<file path="config.mk">
export PLATFORM = sky130hd
export DESIGN_NAME = apsp_ctrl
export DESIGN_NICKNAME = d
export VERILOG_FILES = /design/src/rtl/apsp_pkg.sv /design/src/rtl/apsp_ctrl.sv
export SDC_FILE = /design/constraint.sdc
export NUM_CORES = 1
export LEC_CHECK = 0
export BUFFER_PORTS_ARGS = -buffer_cell sky130_fd_sc_hd__buf_2
export CAP_MARGIN = 20
export CORE_AREA = 2 2 97 99
export DETAILED_ROUTE_END_ITERATION = 16
export DIE_AREA = 0 0 99 101
export GPL_ROUTABILITY_DRIVEN = 0
export GPL_TIMING_DRIVEN = 0
export HOLD_SLACK_MARGIN = 0.08
export PLACE_DENSITY = 0.59
export SLEW_MARGIN = 10
export SYNTH_ARGS = -nofsm -noshare
export SYNTH_HDL_FRONTEND = slang
export SYNTH_SLANG_ARGS = --single-unit
</file>
<file path="constraint.sdc">
create_clock -name clk -period 2.38 [get_ports clk]
set_input_delay 0.357 -clock clk [delete_from_list [all_inputs] [get_ports clk]]
set_output_delay 0.357 -clock clk [all_outputs]
set_load 0.05 [all_outputs]
</file>
<file path="src/rtl/apsp_pkg.sv">
// ---------------------------------------------------------------------------
// apsp_pkg: shared types and constants for the graph median block
// Distance width, the saturating infinity value, request kinds, controller
// states and the command word that the controller hands to the datapath.
// ---------------------------------------------------------------------------
package apsp_pkg;

	// Distances saturate at one thousand million, which fits in 30 bits
	localparam int DIST_W = 30;
	localparam logic [DIST_W-1:0] INF_DIST = 30'd1000000000;

	// Row sum accumulator and reported cost width
	localparam int SUM_W = 40;

	// Request kinds; the fourth code is ignored
	typedef enum logic [1:0] {
		KIND_CLEAR = 2'd0,
		KIND_EDGE  = 2'd1,
		KIND_SOLVE = 2'd2
	} kind_t;

	// Controller states
	typedef enum logic [3:0] {
		ST_IDLE,
		ST_CLEAR,
		ST_EDGE_AB,
		ST_EDGE_BA,
		ST_SOLVE_WAIT,
		ST_FW_DIK,
		ST_FW_RELAX,
		ST_SUM,
		ST_DRAIN
	} state_t;

	// Datapath operations
	typedef enum logic [2:0] {
		OP_NONE,
		OP_CLR_WR,
		OP_EDGE_WR,
		OP_RD_DIK,
		OP_RELAX,
		OP_SUM
	} op_t;

	// Command word from controller to datapath
	typedef struct packed {
		op_t  op;
		logic diag;       // clear write lands on the diagonal
		logic load_w;     // capture the edge weight of the accepted request
		logic row_first;  // first column of a row sum
		logic row_last;   // last column of a row sum
		logic first_row;  // row sum belongs to node zero
		logic last_item;  // final read of the whole solve
	} cmd_t;

endpackage

</file>
<file path="src/rtl/apsp_ctrl.sv">
// ---------------------------------------------------------------------------
// apsp_ctrl: request sequencer
// Accepts requests, holds the node count register and walks the clear
// sweep, the mirrored edge writes, the pivot/row/column loops and the row sums.
// ---------------------------------------------------------------------------
module apsp_ctrl #(
	parameter int MAX_NODES = 32,
	localparam int IDX_W  = $clog2(MAX_NODES),
	localparam int ADDR_W = 2 * IDX_W
) (
	input  logic                clk,
	input  logic                arst_n,
	input  logic                in_valid,
	output logic                in_ready,
	input  logic [1:0]          kind,
	input  logic [4:0]          node_a,
	input  logic [4:0]          node_b,
	input  logic                cfg_wr_en,
	input  logic [5:0]          cfg_wr_data,
	input  logic                out_busy,
	output apsp_pkg::cmd_t      cmd,
	output logic [ADDR_W-1:0]   addr_a,
	output logic [ADDR_W-1:0]   addr_b
);

	apsp_pkg::state_t  state_q, state_d;
	logic [5:0]        node_count_q;
	logic [IDX_W-1:0]  k_q, k_d;
	logic [IDX_W-1:0]  i_q, i_d;
	logic [IDX_W-1:0]  j_q, j_d;
	logic [IDX_W-1:0]  nlast_q, nlast_d;
	logic [IDX_W-1:0]  a_q, a_d;
	logic [IDX_W-1:0]  b_q, b_d;
	logic [ADDR_W-1:0] clr_q, clr_d;
	logic [IDX_W-1:0]  nlast_c;
	logic              edge_ok;
	logic              accept;

	// Last node index in use, with the count clamped to one..MAX_NODES
	always_comb begin
		if (node_count_q == '0) begin
			nlast_c = '0;
		end else if (32'(node_count_q) > MAX_NODES) begin
			nlast_c = IDX_W'(MAX_NODES - 1);
		end else begin
			nlast_c = IDX_W'(node_count_q - 6'd1);
		end
	end

	assign edge_ok = (32'(node_a) < MAX_NODES) && (32'(node_b) < MAX_NODES);
	assign accept  = in_valid && in_ready;

	// Next state, counters and commands
	always_comb begin
		state_d  = state_q;
		k_d      = k_q;
		i_d      = i_q;
		j_d      = j_q;
		nlast_d  = nlast_q;
		a_d      = a_q;
		b_d      = b_q;
		clr_d    = clr_q;
		in_ready = 1'b0;
		cmd      = '0;
		cmd.op   = apsp_pkg::OP_NONE;
		addr_a   = '0;
		addr_b   = '0;
		case (state_q)
			apsp_pkg::ST_IDLE: begin
				in_ready = 1'b1;
				if (in_valid) begin
					case (apsp_pkg::kind_t'(kind))
						apsp_pkg::KIND_CLEAR: begin
							clr_d   = '0;
							state_d = apsp_pkg::ST_CLEAR;
						end
						apsp_pkg::KIND_EDGE: begin
							if (edge_ok) begin
								a_d        = IDX_W'(node_a);
								b_d        = IDX_W'(node_b);
								cmd.load_w = 1'b1;
								state_d    = apsp_pkg::ST_EDGE_AB;
							end
						end
						apsp_pkg::KIND_SOLVE: begin
							nlast_d = nlast_c;
							state_d = apsp_pkg::ST_SOLVE_WAIT;
						end
						default: begin
							state_d = apsp_pkg::ST_IDLE;
						end
					endcase
				end
			end
			// Sweep every address, zero on the diagonal
			apsp_pkg::ST_CLEAR: begin
				cmd.op   = apsp_pkg::OP_CLR_WR;
				cmd.diag = clr_q[ADDR_W-1:IDX_W] == clr_q[IDX_W-1:0];
				addr_b   = clr_q;
				clr_d    = clr_q + 1'b1;
				if (clr_q == '1) begin
					state_d = apsp_pkg::ST_IDLE;
				end
			end
			apsp_pkg::ST_EDGE_AB: begin
				cmd.op  = apsp_pkg::OP_EDGE_WR;
				addr_b  = {a_q, b_q};
				state_d = apsp_pkg::ST_EDGE_BA;
			end
			apsp_pkg::ST_EDGE_BA: begin
				cmd.op  = apsp_pkg::OP_EDGE_WR;
				addr_b  = {b_q, a_q};
				state_d = apsp_pkg::ST_IDLE;
			end
			// Hold until the previous result has been taken
			apsp_pkg::ST_SOLVE_WAIT: begin
				k_d = '0;
				i_d = '0;
				j_d = '0;
				if (!out_busy) begin
					state_d = apsp_pkg::ST_FW_DIK;
				end
			end
			// Fetch the row entry at the pivot column
			apsp_pkg::ST_FW_DIK: begin
				cmd.op  = apsp_pkg::OP_RD_DIK;
				addr_a  = {i_q, k_q};
				j_d     = '0;
				state_d = apsp_pkg::ST_FW_RELAX;
			end
			// Relax one entry per cycle along the row
			apsp_pkg::ST_FW_RELAX: begin
				cmd.op = apsp_pkg::OP_RELAX;
				addr_a = {k_q, j_q};
				addr_b = {i_q, j_q};
				j_d    = j_q + 1'b1;
				if (j_q == nlast_q) begin
					j_d     = '0;
					state_d = apsp_pkg::ST_FW_DIK;
					i_d     = i_q + 1'b1;
					if (i_q == nlast_q) begin
						i_d = '0;
						k_d = k_q + 1'b1;
						if (k_q == nlast_q) begin
							k_d     = '0;
							state_d = apsp_pkg::ST_SUM;
						end
					end
				end
			end
			// Read the closed matrix row by row for the sums
			apsp_pkg::ST_SUM: begin
				cmd.op        = apsp_pkg::OP_SUM;
				addr_b        = {i_q, j_q};
				cmd.row_first = j_q == '0;
				cmd.row_last  = j_q == nlast_q;
				cmd.first_row = i_q == '0;
				cmd.last_item = (i_q == nlast_q) && (j_q == nlast_q);
				j_d           = j_q + 1'b1;
				if (j_q == nlast_q) begin
					j_d = '0;
					i_d = i_q + 1'b1;
					if (i_q == nlast_q) begin
						i_d     = '0;
						state_d = apsp_pkg::ST_DRAIN;
					end
				end
			end
			// Let the last read reach the result register
			apsp_pkg::ST_DRAIN: begin
				state_d = apsp_pkg::ST_IDLE;
			end
			default: begin
				state_d = apsp_pkg::ST_IDLE;
			end
		endcase
	end

	// State register
	always_ff @(posedge clk or negedge arst_n) begin
		if (!arst_n) begin
			state_q <= apsp_pkg::ST_IDLE;
		end else begin
			state_q <= state_d;
		end
	end

	// Loop counters and node count register
	always_ff @(posedge clk or negedge arst_n) begin
		if (!arst_n) begin
			node_count_q <= 6'd32;
			k_q          <= '0;
			i_q          <= '0;
			j_q          <= '0;
			nlast_q      <= '0;
			clr_q        <= '0;
		end else begin
			if (cfg_wr_en) begin
				node_count_q <= cfg_wr_data;
			end
			k_q     <= k_d;
			i_q     <= i_d;
			j_q     <= j_d;
			nlast_q <= nlast_d;
			clr_q   <= clr_d;
		end
	end

	// Edge endpoints
	always_ff @(posedge clk) begin
		if (accept) begin
			a_q <= a_d;
			b_q <= b_d;
		end
	end

endmodule
</file>
Word level (Yosys, flattened, before mapping):

Index checks and enable logic that the tools add are counted.

* register bits after elaboration: 50
* input bits: 23
* output and inout bits: 30
* logic and storage cells: 91

* $add $sub $neg: 5
* order comparisons: 1
* eq/ne operators: 23
* multiplexer cells: 33
* reduce and logical (&&, ||, !) cells: 20

Operators by type and width (count)
* 5-bit two-way mux: 8
* 10-bit case mux with 2 select lines: 2
* 10-bit case mux with 4 select lines: 1
* 5-bit case mux with 2 select lines: 3
* 4-bit two-way mux: 7
* 4-bit case mux with 7 select lines: 1
* 5-bit equality test: 4
* 10-bit two-way mux: 2
* 4-bit by 3-bit equality test with 1-bit output, second input constant: 4
* 5-bit by 1-bit adder with 5-bit output, second input constant: 3
* 3-bit case mux with 5 select lines: 1
* 2-bit != test, second input constant: 7
* 10-bit by 1-bit adder with 10-bit output, second input constant: 1
* 10-bit equality test, second input constant: 1
* 5-bit logical NOT: 2
* 3-bit case mux with 3 select lines: 1
* 3-bit AND reduction: 3
* 4-bit by 2-bit equality test with 1-bit output, second input constant: 2
* 2-bit nonzero test: 4
* 6-bit greater-than comparator, second input constant: 1
* 6-bit logical NOT: 1
* 6-bit AND reduction: 1
* 2-bit OR reduction: 3
* 1-bit two-way mux: 5
* 11 further kinds: 14

Longest topological paths before layout:

* word-level depth: 5
* mapped depth: 7
* mapped depth without buffers: 6

Worst setup path before layout:

OpenSTA, ideal clock, no wires.

* kind: flip-flop to output port
* start point: register state_q[3]
* end point: output cmd[4] (netlist bit)
* data arrival time: 2.902 ns
* data required time: 2.023 ns
* slack: -0.879 ns
* cell stages (with the launch flop): 4
* path through: dfrtp_1 buf_2 nor4_1 and3_1

RTL lines
* start: declaration: RTL line apsp_ctrl.sv:26 `apsp_pkg::state_t state_q, state_d;`
* start signal: assignment: RTL line apsp_ctrl.sv:182 `state_q <= apsp_pkg::ST_IDLE;`
* start signal: assignment: RTL line apsp_ctrl.sv:184 `state_q <= state_d;`
* end: declaration: RTL line apsp_ctrl.sv:21 `output apsp_pkg::cmd_t cmd,`

==> results.yml <==
yosys:
  synth_flop_cell: "dfrtp_1"
  yosysTopAreaCell: "dfrtp_1"
  ys_warn_count: 0
  postSynthCellCount: 358
  synth_nets: 389
  syn-cell-area_mm2: 0.003247
  async_flop_share_pct: 80.00
  ys_seq_area_share_pct: 40.12
  avgSynthCellArea_um2: 9.069
  synth_edf_count: 10
  synth_top_area_share_pct: 30.06
  synth_seq_cells: 50
  synthTopCellsByArea: "dfrtp_1 (30%), edfxtp_1 (9.2%), a22oi_1 (7.2%), xor2_1 (5.9%), nand2_1 (5.1%)"
  yosysUniqueCellTypes: 60
timing:
  fin_skew_ps: 5.537
  fin_crit_sh_pct: 97.86
  finalHoldViolations: 0
  max_freq_ghz: 0.4293
  tightest_slew_ps: 944.9
  drv_slew: 0
  maxSlewHeadroom_pct: 37.01
  post-route-min-period_ps: 2329
  whs_ps: 179.9
  rsz0062_at_grt: "yes"
  finalSetupViolCount: 0
critical_path:
  cp.required_ps: 2020
  arrival_ps: 1970
  startpoint_type: "flop"
  endpoint_kind: "output port"
  cpMostUsedCell: "buf_4"
  path_cells: "buf_4 > nor4b_4 > buf_4 > nand4_1 > nor3_2 > buf_6"
  critPathKind: "reg2out"
  cp_slowest_cell: "dfrtp_1"
  cp_top_family: "simple AND/OR/NAND/NOR gates"
  crit_fanout: 10
  critical_path.max_stage_delay_ps: 430
  critPathBufInv: 3
global_route:
  grtUsageTotal_pct: 17.40
  grt_max_degree: 41
  grt_pass1_wl_um: 13900
  grt_pass1_vias: 2872
  grt_overflow: 0
  antenna_found_initial: 0
drt:
  drc: 0
  via_per_inst: 5.458
  vias: 2920
  postRouteAntennaNets: 0
  wl_per_cell_um: 16.08
  firstDrtPassIters: 5
  drt_wl_total_um: 8603
  drt-initial-drc-count: 147
finish:
  final_common_cell: "nand2_1"
  final_cell_area_mm2: 0.003968
  fin_nets: 454
  final_util_pct: 44.20
  final_cell_mix: "nand2_1 (42), buf_2 (39), dfrtp_1 (38), nor2_1 (30), a22oi_1 (30)"
  diodes: 0
  syn2layout_area_growth_pct: 22.20
  fillers: 885
  drive_gt1_share_pct: 27.36
clocking:
  clock_tree.buffer_depth: 2
  htreeDepth: 2
  tritoncts: "built"
  clockRootBuffer: "clkbuf_8"
  worstSkewPairLatency_ps: 310
  clk_pin_slew_ps: 100
  hold_buffers: 0
  cts_buffers: 5
  cts.sinks: 50
die:
  coreArea_mm2: 0.008977
  fp.dieH_um: 101
  start_util_pct: 36.17
  rows: 35
  die_x_um: 99
  ios: 53
  die_area_mm2: 0.009999
outcome:
  status: "finished, final reports clean"
placement:
  placed_area_mm2: 0.003652
  port_buffers: 51
  hpwl_um: 6182
pwr:
  totalPowerFinal_uw: 1474
  ir_drop_mv: 0.1912
  powerDensity_mw_per_mm2: 371.4
  cellLeakagePower_uw: 0.001800
hold_path:
  hold_class: "in2async"
job:
  max-cap-violations: 0
state kept, by name (all words and copies together), names as in the netlist:
name          count
clr_q            10
node_count_q      6
a_q               5
b_q               5
i_q               5
j_q               5
k_q               5
nlast_q           5
state_q           4
what timing repair did:
item                       4_1_cts  5_1_grt
pin swaps                        1        3
setup endpoints to repair       26       22
buffers inserted                 3        6
cloned                           0        0
gates resized for setup         35       20
logic make-up after synthesis:
| family | synth area share (%) |
|---|---|
| xor+xnor | 6.744 |
| buf+inv | 4.740 |
| mux | 3.738 |
| fa+ha+maj | 4.316 |
| simple gates | 20.93 |
| compound gates | 19.42 |
| flops | 40.12 |
per-stage QoR:
| step | TNS (ps) | cells | setup slack, ps |
|---|---|---|---|
| after global placement | -1260 | 520 | -199.3 |
| after detailed placement | -1300 | 520 | -213.7 |
| after global routing | -28.81 | 535 | -11.25 |
| after CTS | 0 | 530 | 19.29 |
| final | 0 | 535 | 50.83 |
| after floorplan | -2493 | 358 | -505.6 |
final cells by class:
type / instances / area (um^2) / share of cell area, %
multi-input combinational: 273 / 1872 / 47.18
sequential: 50 / 1304 / 32.86
timing repair buffer: 60 / 399.1 / 10.06
tap: 111 / 138.9 / 3.500
buffer: 21 / 126.4 / 3.185
clock buffer: 6 / 72.57 / 1.829
inverter: 12 / 45.04 / 1.135
clock inverter: 2 / 10.01 / 0.2523
per-layer routing:
layer  GRT usage [%]  up-vias  wire [um]
met5               0        -          0
met4           7.271        0        226
met3           2.843       19        429
met2           27.96       88       3942
met1           23.33     1389       4005
li1                -     1424          -
final timing paths:
kind / slack, ps / to / cells after the start / from
max: 50 / cmd[5] / 6 / state_q[1]$_DFFE_PN0P_
min: 180 / clr_q[0]$_DFFE_PN0P_ / 1 / arst_n
max reg2reg: 190 / state_q[0]$_DFFE_PN0P_ / 6 / clr_q[1]$_DFFE_PN0P_
min reg2reg: 590 / clr_q[4]$_DFFE_PN0P_ / 1 / clr_q[4]$_DFFE_PN0P_
max in group asynchronous: 1550 / state_q[2]$_DFFE_PN0P_ / 1 / arst_n
min in group clk: 220 / b_q[2]$_DFFE_PP_ / 1 / node_b[2]
worst reg2reg max path, delay by kind of cell (launching register included):
family | cells | cell delay, ps
AO/OA/AOI/OAI | 4 | 1110
flip-flops | 1 | 500
adder cells (fa/ha/maj) | 1 | 340
AND/OR/NAND/NOR | 1 | 150
synth_stat cells, types with 2 or more instances:
cell,count
a211o_1,2
a21o_1,3
a21oi_1,5
a22o_1,2
a22oi_1,31
a31oi_1,6
a32oi_1,2
and2_1,6
and3_1,3
buf_2,8
clkbuf_1,12
dfrtp_1,39
edfxtp_1,10
ha_1,8
inv_1,11
maj3_1,4
mux2_2,9
mux2i_1,2
nand2_1,44
nand2_2,2
nand2b_1,4
nand3_1,11
nand3b_1,3
nand4_1,6
nor2_1,31
nor2b_1,4
nor3_1,9
nor4_1,5
o21ai_0,20
o21bai_1,2
o31ai_1,2
xnor2_1,3
xor2_1,22
report_power, final:
part | internal, uW | switching, uW | total [uW] | leakage, uW
clock network | 205 | 290 | 495 | 0.0000450
logic | 39.4 | 44.8 | 84.2 | 0.00115
registers | 884 | 10.8 | 895 | 0.000603
No activity file was read; power rests on OpenSTA's default activity.
